[src/sv/c_comment_and_literal_stripper_core_macros.svh]
// Assertion macros shared by the stripper RTL.
`ifndef C_COMMENT_AND_LITERAL_STRIPPER_CORE_MACROS_SVH
`define C_COMMENT_AND_LITERAL_STRIPPER_CORE_MACROS_SVH

// Same-cycle implication, checked at every rising clk while out of reset.
`define CSLS_ASSERT_NOW(label, ante, cons) \
  label: assert property (@(posedge clk) disable iff (!rst_n) (ante) |-> (cons)) \
    else $error("stripper assertion failed");

// Next-cycle implication, checked at every rising clk while out of reset.
`define CSLS_ASSERT_NEXT(label, ante, cons) \
  label: assert property (@(posedge clk) disable iff (!rst_n) (ante) |=> (cons)) \
    else $error("stripper assertion failed");

`endif

[src/sv/csls_pkg.sv]
// Shared types and constants for the C comment and literal stripper.
`timescale 1ns / 1ps
package csls_pkg;

  typedef logic [7:0] char_t;

  // Lexer modes; code 7 is unused and behaves as normal text.
  typedef enum logic [2:0] {
    MODE_NORMAL  = 3'd0,
    MODE_SLASH   = 3'd1,
    MODE_LINE    = 3'd2,
    MODE_BLOCK   = 3'd3,
    MODE_STAR    = 3'd4,
    MODE_LIT     = 3'd5,
    MODE_LIT_ESC = 3'd6
  } mode_t;

  localparam char_t CH_NL    = 8'h0A;
  localparam char_t CH_SLASH = 8'h2F;
  localparam char_t CH_STAR  = 8'h2A;
  localparam char_t CH_DQ    = 8'h22;
  localparam char_t CH_SQ    = 8'h27;
  localparam char_t CH_BSL   = 8'h5C;

  // Result queue; depth must be a power of two so pointers wrap naturally.
  localparam int unsigned FIFO_DEPTH = 4;
  localparam int unsigned FIFO_AW    = $clog2(FIFO_DEPTH);
  localparam int unsigned FIFO_CW    = $clog2(FIFO_DEPTH + 1);

  // Results of one byte step: zero, one or two bytes.
  typedef struct packed {
    logic [1:0] cnt;
    char_t      byte0;
    char_t      byte1;
  } res_t;

  // Lexer state as seen from outside.
  typedef struct packed {
    mode_t mode;
    logic  line_has_output;
  } lex_stat_t;

  // One queued result.
  typedef struct packed {
    char_t data;
    logic  last;
  } entry_t;

endpackage

[src/sv/csls_lexer.sv]
// Lexer state and the per-byte step logic of the stripper.
`timescale 1ns / 1ps
module csls_lexer import csls_pkg::*; (
  input  logic      clk,
  input  logic      rst_n,
  input  logic      step,
  input  char_t     cur_byte,
  input  logic      cur_last,
  output res_t      res,
  output lex_stat_t stat
);

  mode_t mode_r, mode_nxt;
  logic  quote_r, quote_nxt;
  logic  lho_r, lho_nxt;

  // Shared decode
  logic  is_nl, is_slash, is_star, is_dq, is_sq, is_bsl, is_quote;
  logic  pre_slash, eff_normal, lho_eff;
  logic  main_vld;
  char_t main_byte;

  always_comb begin
    is_nl     = (cur_byte == CH_NL);
    is_slash  = (cur_byte == CH_SLASH);
    is_star   = (cur_byte == CH_STAR);
    is_dq     = (cur_byte == CH_DQ);
    is_sq     = (cur_byte == CH_SQ);
    is_bsl    = (cur_byte == CH_BSL);
    is_quote  = quote_r ? is_sq : is_dq;
    // held slash not followed by a comment opener: slash goes out first
    pre_slash = (mode_r == MODE_SLASH) && !is_slash && !is_star;
    eff_normal = pre_slash || (mode_r == MODE_NORMAL) || (mode_r == 3'd7);
    lho_eff   = pre_slash | lho_r;
  end

  // Next state
  always_comb begin
    mode_nxt  = mode_r;
    quote_nxt = quote_r;
    lho_nxt   = lho_r;
    if (eff_normal) begin
      lho_nxt  = lho_eff;
      mode_nxt = MODE_NORMAL;
      if (is_nl) begin
        lho_nxt = 1'b0;
      end else if (is_slash) begin
        mode_nxt = MODE_SLASH;
      end else if (is_dq || is_sq) begin
        mode_nxt  = MODE_LIT;
        quote_nxt = is_sq;
      end else begin
        lho_nxt = 1'b1;
      end
    end else begin
      case (mode_r)
        MODE_SLASH: begin
          mode_nxt = is_slash ? MODE_LINE : MODE_BLOCK;
        end
        MODE_LINE: begin
          if (is_nl) begin
            mode_nxt = MODE_NORMAL;
            lho_nxt  = 1'b0;
          end
        end
        MODE_BLOCK: begin
          if (is_star) begin
            mode_nxt = MODE_STAR;
          end else if (is_nl) begin
            lho_nxt = 1'b0;
          end
        end
        MODE_STAR: begin
          if (is_slash) begin
            mode_nxt = MODE_NORMAL;
          end else if (!is_star) begin
            mode_nxt = MODE_BLOCK;
            if (is_nl) lho_nxt = 1'b0;
          end
        end
        MODE_LIT: begin
          if (is_nl) begin
            mode_nxt = MODE_NORMAL;
            lho_nxt  = 1'b0;
          end else if (is_bsl) begin
            mode_nxt = MODE_LIT_ESC;
          end else if (is_quote) begin
            mode_nxt = MODE_NORMAL;
          end
        end
        MODE_LIT_ESC: begin
          if (is_nl) begin
            mode_nxt = MODE_NORMAL;
            lho_nxt  = 1'b0;
          end else begin
            mode_nxt = MODE_LIT;
          end
        end
        default: begin
          mode_nxt = MODE_NORMAL;
        end
      endcase
    end
    // end of text returns everything to reset
    if (cur_last) begin
      mode_nxt  = MODE_NORMAL;
      quote_nxt = 1'b0;
      lho_nxt   = 1'b0;
    end
  end

  // Outputs: optional flushed slash, then at most one main byte
  always_comb begin
    main_vld  = 1'b0;
    main_byte = cur_byte;
    if (eff_normal) begin
      if (is_nl) begin
        main_vld = lho_eff;
      end else if (is_slash) begin
        main_vld = cur_last;
      end else if (!is_dq && !is_sq) begin
        main_vld = 1'b1;
      end
    end else begin
      main_vld = is_nl && lho_r && (mode_r != MODE_SLASH);
    end
    res.cnt   = {1'b0, pre_slash} + {1'b0, main_vld};
    res.byte0 = pre_slash ? CH_SLASH : main_byte;
    res.byte1 = main_byte;
  end

  // State registers
  always_ff @(posedge clk) begin
    if (!rst_n) begin
      mode_r  <= MODE_NORMAL;
      quote_r <= 1'b0;
      lho_r   <= 1'b0;
    end else if (step) begin
      mode_r  <= mode_nxt;
      quote_r <= quote_nxt;
      lho_r   <= lho_nxt;
    end
  end

  assign stat.mode            = mode_r;
  assign stat.line_has_output = lho_r;

endmodule

[src/sv/csls_res_fifo.sv]
// Small result queue taking up to two bytes per cycle and giving one while out_stall is low.
`timescale 1ns / 1ps
module csls_res_fifo import csls_pkg::*; (
  input  logic               clk,
  input  logic               rst_n,
  input  logic               push,
  input  res_t               res,
  output logic               room,
  output logic [FIFO_CW-1:0] level,
  output logic               out_valid,
  input  logic               out_stall,
  output char_t              out_byte,
  output logic               out_run_end
);

  entry_t             mem_r [FIFO_DEPTH];
  logic [FIFO_AW-1:0] wr_ptr_r, wr_ptr_nxt;
  logic [FIFO_AW-1:0] rd_ptr_r, rd_ptr_nxt;
  logic [FIFO_CW-1:0] count_r, count_nxt;
  logic [1:0]         push_cnt;
  logic               pop;

  // Room for a worst-case push, judged from registered count only
  assign room = (count_r <= FIFO_CW'(FIFO_DEPTH - 2));

  always_comb begin
    push_cnt   = push ? res.cnt : 2'd0;
    pop        = (count_r != '0) && !out_stall;
    count_nxt  = count_r + FIFO_CW'(push_cnt) - FIFO_CW'(pop);
    wr_ptr_nxt = wr_ptr_r + FIFO_AW'(push_cnt);
    rd_ptr_nxt = rd_ptr_r + FIFO_AW'(pop);
  end

  // Pointers and fill count
  always_ff @(posedge clk) begin
    if (!rst_n) begin
      wr_ptr_r <= '0;
      rd_ptr_r <= '0;
      count_r  <= '0;
    end else begin
      wr_ptr_r <= wr_ptr_nxt;
      rd_ptr_r <= rd_ptr_nxt;
      count_r  <= count_nxt;
    end
  end

  // Entry writes; the last entry of a step carries the run-end flag
  always_ff @(posedge clk) begin
    if (push_cnt != 2'd0) begin
      mem_r[wr_ptr_r] <= '{data: res.byte0, last: (push_cnt == 2'd1)};
    end
    if (push_cnt == 2'd2) begin
      mem_r[wr_ptr_r + FIFO_AW'(1)] <= '{data: res.byte1, last: 1'b1};
    end
  end

  assign level       = count_r;
  assign out_valid   = (count_r != '0);
  assign out_byte    = mem_r[rd_ptr_r].data;
  assign out_run_end = mem_r[rd_ptr_r].last;

endmodule

[src/sv/c_comment_and_literal_stripper_core.sv]
// Top level of the C comment and literal stripper.
//
// Usage: source text enters one byte per transaction on in_byte, with
// in_text_end high on the final byte of the text. Kept bytes leave on
// out_byte; out_run_end marks the last result caused by an input byte.
// Bytes inside comments and quoted literals are removed along with the
// quotes, and a newline is passed only for a line that kept a byte.
// Both channels use valid/stall; a transaction happens on a rising clk
// edge with valid high and stall low.
// Results of a taken byte pass the input register and the result queue.
// Throughput: one byte per cycle while each yields at most one result
// and out_stall stays low; a byte that flushes a held slash gives two
// results, drained by the single output port of a 4-entry result queue.
// in_stall rises only when the queue cannot take a worst-case pair.
// Reset (rst_n low, synchronous) empties the queue and input register and
// returns the lexer to normal text on a fresh line.
// When the receiver stalls, out_* hold and the queue fills, then input
// transactions stop until space returns.
`timescale 1ns / 1ps
`include "c_comment_and_literal_stripper_core_macros.svh"
module c_comment_and_literal_stripper_core import csls_pkg::*; (
  input  logic  clk,
  input  logic  rst_n,
  input  logic  in_valid,
  output logic  in_stall,
  input  char_t in_byte,
  input  logic  in_text_end,
  output logic  out_valid,
  input  logic  out_stall,
  output char_t out_byte,
  output logic  out_run_end
);

  logic               s1_valid_r;
  char_t              s1_byte_r;
  logic               s1_last_r;
  logic               room;
  logic               step;
  logic [FIFO_CW-1:0] level;
  res_t               res;
  lex_stat_t          stat;

  // Held byte moves into the lexer when the queue has room
  assign step     = s1_valid_r && room;
  assign in_stall = s1_valid_r && !room;

  // Input register
  always_ff @(posedge clk) begin
    if (!rst_n) begin
      s1_valid_r <= 1'b0;
    end else if (!in_stall) begin
      s1_valid_r <= in_valid;
    end
  end

  always_ff @(posedge clk) begin
    if (in_valid && !in_stall) begin
      s1_byte_r <= in_byte;
      s1_last_r <= in_text_end;
    end
  end

  csls_lexer u_lexer (
    .clk      (clk),
    .rst_n    (rst_n),
    .step     (step),
    .cur_byte (s1_byte_r),
    .cur_last (s1_last_r),
    .res      (res),
    .stat     (stat)
  );

  csls_res_fifo u_fifo (
    .clk         (clk),
    .rst_n       (rst_n),
    .push        (step),
    .res         (res),
    .room        (room),
    .level       (level),
    .out_valid   (out_valid),
    .out_stall   (out_stall),
    .out_byte    (out_byte),
    .out_run_end (out_run_end)
  );

  // Checks
  `CSLS_ASSERT_NOW(a_fifo_bound, 1'b1, level <= FIFO_CW'(FIFO_DEPTH))
  `CSLS_ASSERT_NOW(a_push_room, step, level <= FIFO_CW'(FIFO_DEPTH - 2))
  `CSLS_ASSERT_NEXT(a_end_resets, step && s1_last_r,
    stat.mode == MODE_NORMAL && !stat.line_has_output)
  `CSLS_ASSERT_NOW(a_slash_flush, step && s1_last_r && stat.mode == MODE_SLASH &&
    s1_byte_r != CH_SLASH && s1_byte_r != CH_STAR, res.cnt != 2'd0)

endmodule

[config.mk]
export PLATFORM = sky130hd
export DESIGN_NAME = c_comment_and_literal_stripper_core
export DESIGN_NICKNAME = d
export VERILOG_FILES = /design/src/sv/csls_pkg.sv /design/src/sv/csls_lexer.sv /design/src/sv/csls_res_fifo.sv /design/src/sv/c_comment_and_literal_stripper_core.sv
export VERILOG_INCLUDE_DIRS = /design/src /design/src/sv
export SDC_FILE = /design/constraint.sdc
export NUM_CORES = 1
export LEC_CHECK = 0
export BUFFER_PORTS_ARGS = -buffer_cell sky130_fd_sc_hd__buf_4
export CAP_MARGIN = 15
export CORE_UTILIZATION = 40
export CTS_CLUSTER_DIAMETER = 60
export DETAILED_ROUTE_END_ITERATION = 12
export GPL_ROUTABILITY_DRIVEN = 0
export PLACE_DENSITY = 0.59
export SYNTH_ARGS = -nofsm -noshare
export SYNTH_HDL_FRONTEND = slang
export SYNTH_SLANG_ARGS = --single-unit
[constraint.sdc]
create_clock -name clk -period 4.56 [get_ports clk]
set_input_delay 0 -clock clk [delete_from_list [all_inputs] [get_ports clk]]
set_output_delay 0 -clock clk [all_outputs]
set_load 0.02 [all_outputs]
==> summary.txt, run 1 <==
Floorplanning
  • Die width: 88.6 µm
  • Core area: 7250 µm²
  • Die extent in y: 88.6 µm
  • IO Count: 24
  • Initial Util: 41.3%
  • Die area: 7850 µm²
  • Floorplan row count: 31

Synthesis
  • EDFF count, synth: 41
  • Library cells used by synthesis: 56
  • Yosys Warn Count: 0
  • Synth Cell Area: 3000 µm²
  • Sequential element share of the synthesized area: 52.4%
  • Cells after synthesis: 262
  • Mapped Nets: 281
  • #FFs+latches synth: 58
  • Mean Syn Cell Area: 11.4 µm²
  • Async S/R FF share, synth: 0%
  • Top FF cell, synth: edfxtp_1

Power and ir drop
  • Logic pwr share: 24.2%
  • Net Sw Frac: 28.5%
  • Leakage power: 1.28 nW
  • Clk network pwr share: 32.4%
  • P_sw: 0.000449 W
  • Worst IR drop on VDD: 0.223 mV
  • Int Power: 0.00113 W
  • Reg power frac: 43.4%
  • Pwr per Cell Area: 440 nW/µm²

Global routing
  • Vias in the first global route: 2007
  • Remaining Overflow, GRT: 0
  • Pin count of the biggest net entering global routing: 18
  • Initial antenna violation count: 0
  • First-pass GRT wire length: 10300 µm
  • Gr usage total: 17.8%

Drt
  • Antenna viol nets, final: 0
  • Post-route DRC: 0
  • Initial drt markers: 163
  • DR pass1 iterations: 4
  • WL/cell: 15.6 µm
  • Vias per inst: 5.46
  • Via count: 2182
  • Drt total wl: 6250 µm

CTS
  • Post-CTS sizing: 0
  • CTS tree: yes
  • Clk buf depth: 2
  • Hold_buf cts: 12
  • Num CTS Buffers: 9
  • Worst skew pair latency: 0.33 ns
  • # Post-CTS Setup Buffers: 0
  • TritonCTS Sinks: 58
  • Clk slew on worst S/H paths: 0.07 ns
  • H-Tree Depth: 3
  • Root Buffer: clkbuf_8

Worst setup path
  • Crit path max fanout: 8
  • Critical Path RT: 4.61 ns
  • Setup CP Type: flop to flop
  • CP Launch Type: flop
  • Critical Path End Type: flop
  • Critical Path AT: 3.76 ns

Finish
  • Most frequent cells in the layout: edfxtp_1 (41), buf_4 (24), dfxtp_1 (17), inv_1 (15)
  • Antenna diode count: 0
  • Share of layout cells above drive strength 1: 17.6%
  • Cell area after layout: 3580 µm²
  • Most common cell after layout, fill and taps aside: edfxtp_1
  • Area growth syn-to-layout: 19.5%
  • Nets: 315

STA
  • Setup TNS Final: 0 ns
  • Hold Vio Cnt, Final: 0
  • Slew HR: 41.0%
  • Worst Skew: 0.00894 ns
  • Period utilization: 81.3%
  • Max frequency: 270 MHz
  • Final setup viols: 0
  • Minimum clock period: 3.71 ns
  • RSZ-0062 raised after global routing: no
  • Slew Viols, Final: 0
  • Worst-margin pin slew: 0.883 ns

Place
  • # port buffers: 23
  • HPWL Detailed: 4430 µm
  • Placed Area: 3250 µm²

Status
  • Outcome: complete, no violations

Min path
  • Worst hold path class: input pin to flop

Flow run
  • Max Cap Viol: 0
kinds of logic (layout without fill, tap and decap cells):
family,after synthesis,after routing,synth area share (%)
DFF,58,58,52.4
xor gates and xnor gates,7,7,2.04
muxes,12,12,7.76
AOI/OAI and AO/OA,67,67,15.3
buffers and inverters,28,67,3.50
and+or+nand+nor,84,84,16.2
adders and majority gates,6,6,2.75
path summary, 6_finish.rpt:
path                      start  cells after the start                  to  slack, ns
max                s1_byte_r[4]                     10  u_fifo.mem_r[1][1]       0.85
min                   out_stall                      4  u_fifo.rd_ptr_r[0]       0.20
max reg2reg        s1_byte_r[4]                     10  u_fifo.mem_r[1][1]       0.85
min reg2reg  u_fifo.mem_r[2][0]                      1  u_fifo.mem_r[2][0]       0.49
state kept, by name (all words and copies together) (netlist names):
name             flops
s1_valid_r           1
u_fifo.level         3
u_lexer.quote_r      1
s1_last_r            1
u_fifo.wr_ptr_r      2
u_lexer.mode_r       3
u_lexer.lho_r        1
s1_byte_r            8
u_fifo.mem_r        36
u_fifo.rd_ptr_r      2
cells in the mapped netlist, drive strengths merged, types with 2 or more instances:
| master | count | area share [%] |
|---|---|---|
| edfxtp | 41 | 41 |
| o22ai | 2 | 0.42 |
| inv | 15 | 1.9 |
| or3b | 2 | 0.67 |
| o31ai | 3 | 0.75 |
| or2 | 3 | 0.63 |
| o21bai | 2 | 0.50 |
| mux4 | 9 | 6.8 |
| nand4 | 2 | 0.42 |
| nand2 | 14 | 1.8 |
| clkbuf | 13 | 1.6 |
| or3 | 4 | 0.83 |
| ha | 5 | 2.1 |
| o311ai | 4 | 1.2 |
| and3 | 14 | 2.9 |
| xnor2 | 6 | 1.8 |
| nor2 | 13 | 1.6 |
| nand3 | 4 | 0.67 |
| a31oi | 2 | 0.42 |
| o22a | 3 | 0.88 |
| o21a | 2 | 0.50 |
| a211oi | 3 | 0.75 |
| nand2b | 3 | 0.63 |
| a21oi | 14 | 2.3 |
| and2 | 8 | 1.7 |
| a21boi | 11 | 2.8 |
| mux2i | 3 | 1.0 |
| o21ai | 12 | 2.0 |
| dfxtp | 17 | 11 |
| nor2b | 7 | 1.5 |
power groups by stage:
| stage | clock network (W) | logic, W | registers [W] |
|---|---|---|---|
| after floorplan | 0 | 0.000303 | 0.000651 |
| after global placement | 0 | 0.000371 | 0.000697 |
| after detailed placement | 0 | 0.000376 | 0.000698 |
| after CTS | 0.000526 | 0.000386 | 0.000687 |
| after global routing | 0.000545 | 0.000422 | 0.000698 |
| final | 0.000511 | 0.000381 | 0.000684 |
per-layer routing:
| layer | vias up | wire (µm) | GRT usage, % |
|---|---|---|---|
| li1 | 1067 | - | - |
| met1 | 1056 | 3020 | 23.9 |
| met2 | 52 | 2950 | 28.1 |
| met3 | 7 | 205 | 4.20 |
| met4 | 0 | 71 | 6.60 |
| met5 | - | 0 | 0 |
layout make-up:
class | instances | area (µm²)
Clock buffer | 10 | 128
Timing Repair Buffer | 36 | 300
Sequential cell | 58 | 1570
Multi-Input combinational cell | 176 | 1320
Inverter | 15 | 56.3
Tap cell | 99 | 124
Clock inverter | 6 | 81.3
Fill cell | 655 | 3670
worst max-delay path: stages (launching register included):
cell	delay, ns
edfxtp_1	0.48
or3b_4	0.43
or4_4	0.55
nor2_1	0.11
a211oi_1	0.06
a31o_1	0.20
ha_1	0.32
nand2b_1	0.20
or2_1	0.27
o31ai_1	0.64
a21boi_1	0.16
metrics by stage:
step | instances | hold slack (ns) | utilization, % | setup WS [ns] | total power (W)
2_1_floorplan | 262 | 0.0989 | - | 1.19 | 0.000954
3_3_place_gp | 372 | 0.179 | 44.9 | 0.943 | 0.00107
3_5_place_dp | 372 | 0.179 | 44.9 | 0.867 | 0.00107
4_1_cts | 400 | 0.186 | 49.4 | 0.849 | 0.00160
5_1_grt | 400 | 0.199 | 49.4 | 0.529 | 0.00167
6_report | 400 | 0.198 | 49.4 | 0.852 | 0.00158
Power figures use the tool's default switching activity.
==> run 2, diff against run 1 <==
--- a/config.mk
+++ b/config.mk
@@ -12,7 +12,7 @@
 export CTS_CLUSTER_DIAMETER = 60
 export DETAILED_ROUTE_END_ITERATION = 12
 export GPL_ROUTABILITY_DRIVEN = 0
-export PLACE_DENSITY = 0.59
+export PLACE_DENSITY = 0.61
 export SYNTH_ARGS = -nofsm -noshare
 export SYNTH_HDL_FRONTEND = slang
 export SYNTH_SLANG_ARGS = --single-unit
==> constraint.sdc (replaced) <==
create_clock -name clk -period 3.35 [get_ports clk]
set_input_delay 0 -clock clk [delete_from_list [all_inputs] [get_ports clk]]
set_output_delay 0 -clock clk [all_outputs]
set_load 0.02 [all_outputs]
==> run 2 against run 1 <==
Against the previous run: die area stayed put; highest routed layer unchanged; global-route usage grew 0.33 points; first-iteration DRC count decreased by 26%; worst setup slack worse by 0.67 ns; combinational power up 48%; count of clock-buffer cells in the layout is 1 lower; utilization increased by 2.4 points; sequential power increased by 34%; clock skew grew 0.0043 ns; critical endpoint is now u_fifo.level[2]; wire length increased by 1.5%; largest cell class unchanged.
==> summary.txt, run 2 (synthesis gave the netlist of run 1 again) <==
Place
  • # port buffers: 23
  • HPWL Detailed: 4340 µm
  • Placed cells: 394
  • Placed Area: 3440 µm²

Drt
  • Via count: 2267
  • Drt total wl: 6340 µm
  • Vias per inst: 5.37
  • WL/cell: 15.0 µm
  • Initial drt markers: 121
  • Post-route DRC: 0
  • Antenna viol nets, final: 0
  • DR pass1 iterations: 4

Power and ir drop
  • Net Sw Frac: 31.0%
  • Pwr per Cell Area: 544 nW/µm²
  • Leakage power: 1.37 nW
  • Reg power frac: 45.0%
  • Worst IR drop on VDD: 0.233 mV
  • Clk network pwr share: 27.5%
  • P_sw: 0.000634 W
  • Logic pwr share: 27.6%
  • Int Power: 0.00141 W

Finish
  • Area growth syn-to-layout: 25.2%
  • Area occupied by multi-input gates: 1360 µm²
  • Fillers: 663
  • Nets: 337
  • Share of layout cells above drive strength 1: 25.1%
  • Biggest regs: u_fifo.mem_r x36, s1_byte_r x8
  • Register bank with the most flops: u_fifo.mem_r
  • Sequential cell area: 1570 µm²
  • Max reg flops: 36
  • Final Non-Filler Cells: 422
  • Antenna diode count: 0
  • Most frequent cells in the layout: buf_4 (45), edfxtp_1 (41), dfxtp_1 (17), inv_1 (15)
  • Cell area after layout: 3750 µm²
  • Most common cell after layout, fill and taps aside: buf_4

CTS
  • Root Buffer: clkbuf_8
  • H-Tree Depth: 3
  • Num CTS Buffers: 9
  • Clk buf depth: 2
  • TritonCTS Sinks: 58
  • # Post-CTS Setup Buffers: 0
  • Worst skew pair latency: 0.35 ns
  • CTS tree: yes
  • Clk slew on worst S/H paths: 0.07 ns

Flow run
  • Max Cap Viol: 0

Status
  • Outcome: complete, no violations

Floorplanning
  • Core area: 7250 µm²
  • IO Count: 24
  • Initial Util: 41.3%
  • Floorplan row count: 31
  • Die width: 88.6 µm
  • Die extent in y: 88.6 µm
  • Die area: 7850 µm²

Global routing
  • Met2 GRT Util: 28.2%
  • Initial antenna violation count: 0
  • Vias in the first global route: 2160
  • GR Util met1: 24.7%
  • Layer with the highest usage: met2
  • Pin count of the biggest net entering global routing: 18
  • GRT met3 Usage: 3.64%
  • Remaining Overflow, GRT: 0
  • First-pass GRT wire length: 10500 µm
  • Gr usage total: 18.2%

Worst setup path
  • R2R cell count: 12
  • CP Launch Type: flop
  • Critical Path AT: 3.41 ns
  • Critical Path RT: 3.59 ns
  • Setup CP Type: flop to flop
  • Critical Path End Type: flop
  • R2r startpoint: s1_byte_r[2]
  • Reg-to-Reg End: u_fifo.level[2]
  • R2R Setup Slk: 0.18 ns
  • Crit path max fanout: 5

STA
  • Final setup viols: 0
  • Minimum clock period: 3.17 ns
  • Hold Vio Cnt, Final: 0
  • Worst-margin pin slew: 0.769 ns
  • Worst Skew: 0.0132 ns
  • Slew HR: 48.6%
  • Slew Viols, Final: 0
  • Setup TNS Final: 0 ns
  • RSZ-0062 raised after global routing: no
  • Period utilization: 94.7%
  • Max frequency: 315 MHz

Min path
  • Hold wc startpoint: out_stall
  • Worst hold path class: input pin to flop
  • Hold EP: u_fifo.rd_ptr_r[0]
  • Hold depth: 4
run 2: power groups by stage:
stage	logic (W)	registers, W	clock network, W
floorplan	0.000413	0.000886	0
global placement	0.000541	0.000938	0
detailed placement	0.000541	0.000940	0
CTS	0.000554	0.000925	0.000573
global route	0.000623	0.000935	0.000604
finish	0.000563	0.000919	0.000562
run 2: what timing repair did:
action                                  CTS  global route
endpoints found under the setup margin    0            20
resized for setup                         0             4
hold buffers                             12             0
endpoints found under the hold margin    13             0
run 2: worst max path at each step:
stage | cells past startpoint | from | end
after floorplan | 13 | u_lexer.mode_r[0] | u_fifo.level[2]
after global placement | 12 | s1_byte_r[6] | u_fifo.level[2]
after detailed placement | 12 | s1_byte_r[6] | u_fifo.level[2]
after CTS | 12 | s1_byte_r[6] | u_fifo.level[2]
after global routing | 14 | s1_byte_r[1] | u_fifo.level[2]
final | 12 | s1_byte_r[2] | u_fifo.level[2]
run 2: worst max-delay path: stages (launching register included):
cell and delay (ns):
edfxtp_1 0.42, or2_2 0.35, or4_4 0.55, nor2_2 0.09, a211oi_1 0.05, a31o_1 0.22, ha_4 0.23, and3_1 0.18
ha_1 0.19, fa_2 0.36, xnor2_2 0.15, xnor2_1 0.12, and2_1 0.15
run 2: through the flow:
step	hold WS (ns)	worst slack, ns	power (W)	util, %
after floorplan	0.0989	0.0261	0.00130	-
after global placement	0.178	0.153	0.00148	47.5
after detailed placement	0.179	0.0993	0.00148	47.5
after CTS	0.199	0.0718	0.00205	51.5
after global routing	0.226	0.0101	0.00216	51.8
final	0.205	0.177	0.00204	51.8
run 2: cell type report:
type	count	share of cell area, %
tap	99	3.30
clock inverter	7	1.23
sequential	58	41.9
timing repair buffer	58	12.7
clock buffer	9	3.30
inverter	15	1.50
multi-input combinational	176	36.1
run 2: routing by layer:
layer  up-vias  routed length (µm)
li1       1115                   -
met1      1076                2890
met2        67                3010
met3         9                 337
met4         0                 101
met5         -                   0
==> run 3, diff against run 2 <==
--- a/config.mk
+++ b/config.mk
@@ -6,6 +6,7 @@
 export SDC_FILE = /design/constraint.sdc
 export NUM_CORES = 1
 export LEC_CHECK = 0
+export ABC_AREA = 1
 export BUFFER_PORTS_ARGS = -buffer_cell sky130_fd_sc_hd__buf_4
 export CAP_MARGIN = 15
 export CORE_UTILIZATION = 40
@@ -13,6 +14,7 @@
 export DETAILED_ROUTE_END_ITERATION = 12
 export GPL_ROUTABILITY_DRIVEN = 0
 export PLACE_DENSITY = 0.61
+export SLEW_MARGIN = 20
 export SYNTH_ARGS = -nofsm -noshare
 export SYNTH_HDL_FRONTEND = slang
 export SYNTH_SLANG_ARGS = --single-unit
==> constraint.sdc (replaced) <==
create_clock -name clk -period 3.35 [get_ports clk]
set_input_delay 0.67 -clock clk [delete_from_list [all_inputs] [get_ports clk]]
set_output_delay 0.67 -clock clk [all_outputs]
set_load 0.02 [all_outputs]
==> run 3 against run 2 <==
Against the previous run: non-clock buffer count down 34; combinational power up 75%; synthesized cell count grew 33%; via count rose by 3.1%; wire length rose by 0.32%; first-iteration DRC count fell by 5.8%; die area shrank 0.45%; area after synthesis fell by 0.46%; sequential power increased by 6.3%; critical path depth grew 5; sequential share of layout area increased by 3.9 points; critical endpoint unchanged; largest power group is now combinational cells.
==> summary.txt, run 3 <==
Finish
  • Biggest regs: u_fifo.mem_r x36, s1_byte_r x8
  • Finished Core Util: 47.6%
  • Max reg flops: 36
  • Most frequent cells in the layout: nor2_1 (62), nand2_1 (54), edfxtp_1 (41), inv_1 (33), a21oi_1 (29)
  • Area growth syn-to-layout: 15.0%
  • Register bank with the most flops: u_fifo.mem_r
  • Final Non-Filler Cells: 482
  • Most common cell after layout, fill and taps aside: nor2_1
  • Nets: 397
  • Share of layout cells above drive strength 1: 19.8%
  • Antenna diode count: 0
  • Fillers: 705

CTS
  • H-Tree Depth: 3
  • Clk buf depth: 2
  • TritonCTS Sinks: 58
  • CTS tree: yes
  • Clk slew on worst S/H paths: 0.07 ns
  • Worst skew pair latency: 0.33 ns
  • Hold_buf cts: 0
  • # Post-CTS Setup Buffers: 0
  • Root Buffer: clkbuf_8
  • Num CTS Buffers: 9
  • Post-CTS sizing: 0

Worst setup path
  • Slowest CP cell: edfxtp_1
  • CP cell instances: inv_2 > nand2_1 > nor2_1 > nand2_1 > nand3_2 > nand2_2 > inv_2 > nand3_1 > o21ai_0 > ha_1 > nand2_4 > ha_1 > inv_1 > fa_1 > xor2_1 > o21ai_0 > a21oi_1
  • Setup CP Type: flop to flop
  • Critical Path RT: 3.56 ns
  • Critical Path End Type: flop
  • Crit-path max cell delay: 0.43 ns
  • Crit path max fanout: 6
  • Critical Path AT: 3.19 ns
  • CP Launch Type: flop

STA
  • Minimum clock period: 2.98 ns
  • Period utilization: 88.9%
  • Setup TNS Final: 0 ns
  • Post-route setup slack: 0.373 ns
  • Slew HR: 46.9%
  • Final setup viols: 0
  • RSZ-0062 raised after global routing: no
  • Worst-margin pin slew: 0.794 ns
  • Hold Vio Cnt, Final: 0
  • Worst Skew: 0.00655 ns
  • Slew Viols, Final: 0
  • Max frequency: 336 MHz

Place
  • Placed cells: 466
  • Pre-CTS setup slack: 0.376 ns
  • HPWL Detailed: 4550 µm
  • # port buffers: 23

Synthesis
  • Adder-cell share of the synthesized area: 2.77%
  • Yosys Warn Count: 0
  • Async S/R FF share, synth: 0%
  • Sequential element share of the synthesized area: 52.6%
  • Mapped Nets: 367
  • EDFF count, synth: 41
  • Mux share of post-synthesis cell area: 0%
  • Synth area leader: edfxtp_1
  • #FFs+latches synth: 58
  • Xor-xnor portion of the synthesized cell area: 1.17%
  • Largest family of logic cells by synthesized area: simple AND/OR/NAND/NOR gates
  • Synth top area cells: edfxtp_1 (41%), dfxtp_1 (11%), nor2_1 (7.8%), nand2_1 (6.8%), a21oi_1 (4.9%)
  • Yosys top cell area share: 41.2%
  • Top FF cell, synth: edfxtp_1
  • Library cells used by synthesis: 29
  • Synth cell count leaders: nor2_1 (62), nand2_1 (54), edfxtp_1 (41), inv_1 (33), a21oi_1 (29)
  • Compound-gate portion of the synthesized area: 12.1%
  • Mean Syn Cell Area: 8.58 µm²
  • Count leader, synth: nor2_1
  • Cells after synthesis: 348
  • Synth Cell Area: 2990 µm²
  • Post-synthesis simple-gate area fraction: 24.9%

Flow run
  • Max Cap Viol: 0

Global routing
  • First-pass GRT wire length: 10200 µm
  • Gr usage total: 17.8%
  • Pin count of the biggest net entering global routing: 20
  • Vias in the first global route: 2186
  • Remaining Overflow, GRT: 0
  • Initial antenna violation count: 0

Drt
  • Drt total wl: 6360 µm
  • DR pass1 iterations: 4
  • Initial drt markers: 114
  • Antenna viol nets, final: 0
  • Post-route DRC: 0
  • Vias per inst: 4.85
  • Via count: 2337
  • WL/cell: 13.2 µm

Power and ir drop
  • Pwr per Cell Area: 727 nW/µm²
  • Worst IR drop on VDD: 0.274 mV
  • Leakage power: 1.47 nW
  • Total chip power: 0.00249 W

Floorplanning
  • Die width: 88.4 µm
  • IO Count: 24
  • Initial Util: 41.4%
  • Die area: 7810 µm²
  • Core area: 7210 µm²
  • Floorplan row count: 31
  • Die extent in y: 88.4 µm

Status
  • Outcome: complete, no violations

Min path
  • Worst hold path class: flop to flop
run 3: final cells by class:
cell class | instances | area (µm²) | share of cell area (%)
clock buffers | 10 | 128 | 3.72
well taps | 99 | 124 | 3.61
inverters | 46 | 173 | 5.03
flip-flops and latches | 58 | 1570 | 45.8
clock inverters | 6 | 33.8 | 0.984
multi-input cells | 239 | 1220 | 35.6
repair buffers | 24 | 180 | 5.25
run 3: final timing paths:
check | start | to | depth (start not counted) | slack [ns]
min | u_fifo.mem_r[3][0] | u_fifo.mem_r[3][0] | 2 | 0.47
min reg2reg | u_fifo.mem_r[3][0] | u_fifo.mem_r[3][0] | 2 | 0.47
max | s1_byte_r[0] | u_fifo.level[2] | 17 | 0.37
max reg2reg | s1_byte_r[0] | u_fifo.level[2] | 17 | 0.37
run 3: per-stage QoR:
| step | hold slack [ns] | cell area (µm²) |
|---|---|---|
| floorplan | 0.424 | 2990 |
| global placement | 0.441 | 3270 |
| detailed placement | 0.449 | 3270 |
| CTS | 0.466 | 3430 |
| global route | 0.489 | 3430 |
| finish | 0.467 | 3430 |
run 3: layer usage:
layer,share of wire [%],global-route usage [%]
met5,0,0
met4,1.2,7.62
met3,5.4,4.94
met2,47,28.9
met1,46,22.4
run 3: cell families (layout without fill, tap and decap cells):
family | count (synthesis) | in the layout
adders and majority gates | 6 | 6
buffers and inverters | 51 | 86
AOI/OAI and AO/OA | 68 | 68
DFF | 58 | 58
xor gates and xnor gates | 4 | 4
and+or+nand+nor | 161 | 161
run 3: critical path: cells and delay by family, from the launching register on:
kind / cells / cell delay (ns)
adder cells (fa/ha/maj): 3 / 0.94
AND/OR/NAND/NOR: 7 / 0.75
flip-flops: 1 / 0.43
AO/OA/AOI/OAI: 3 / 0.28
buffers and inverters: 3 / 0.27
XOR/XNOR: 1 / 0.18
run 3: power by group:
group	leakage [nW]	internal [W]	switching, W
combinational	0.850	0.000343	0.000645
clock	0.0795	0.000261	0.000269
sequential	0.537	0.000899	0.0000784
total	1.47	0.00150	0.000992
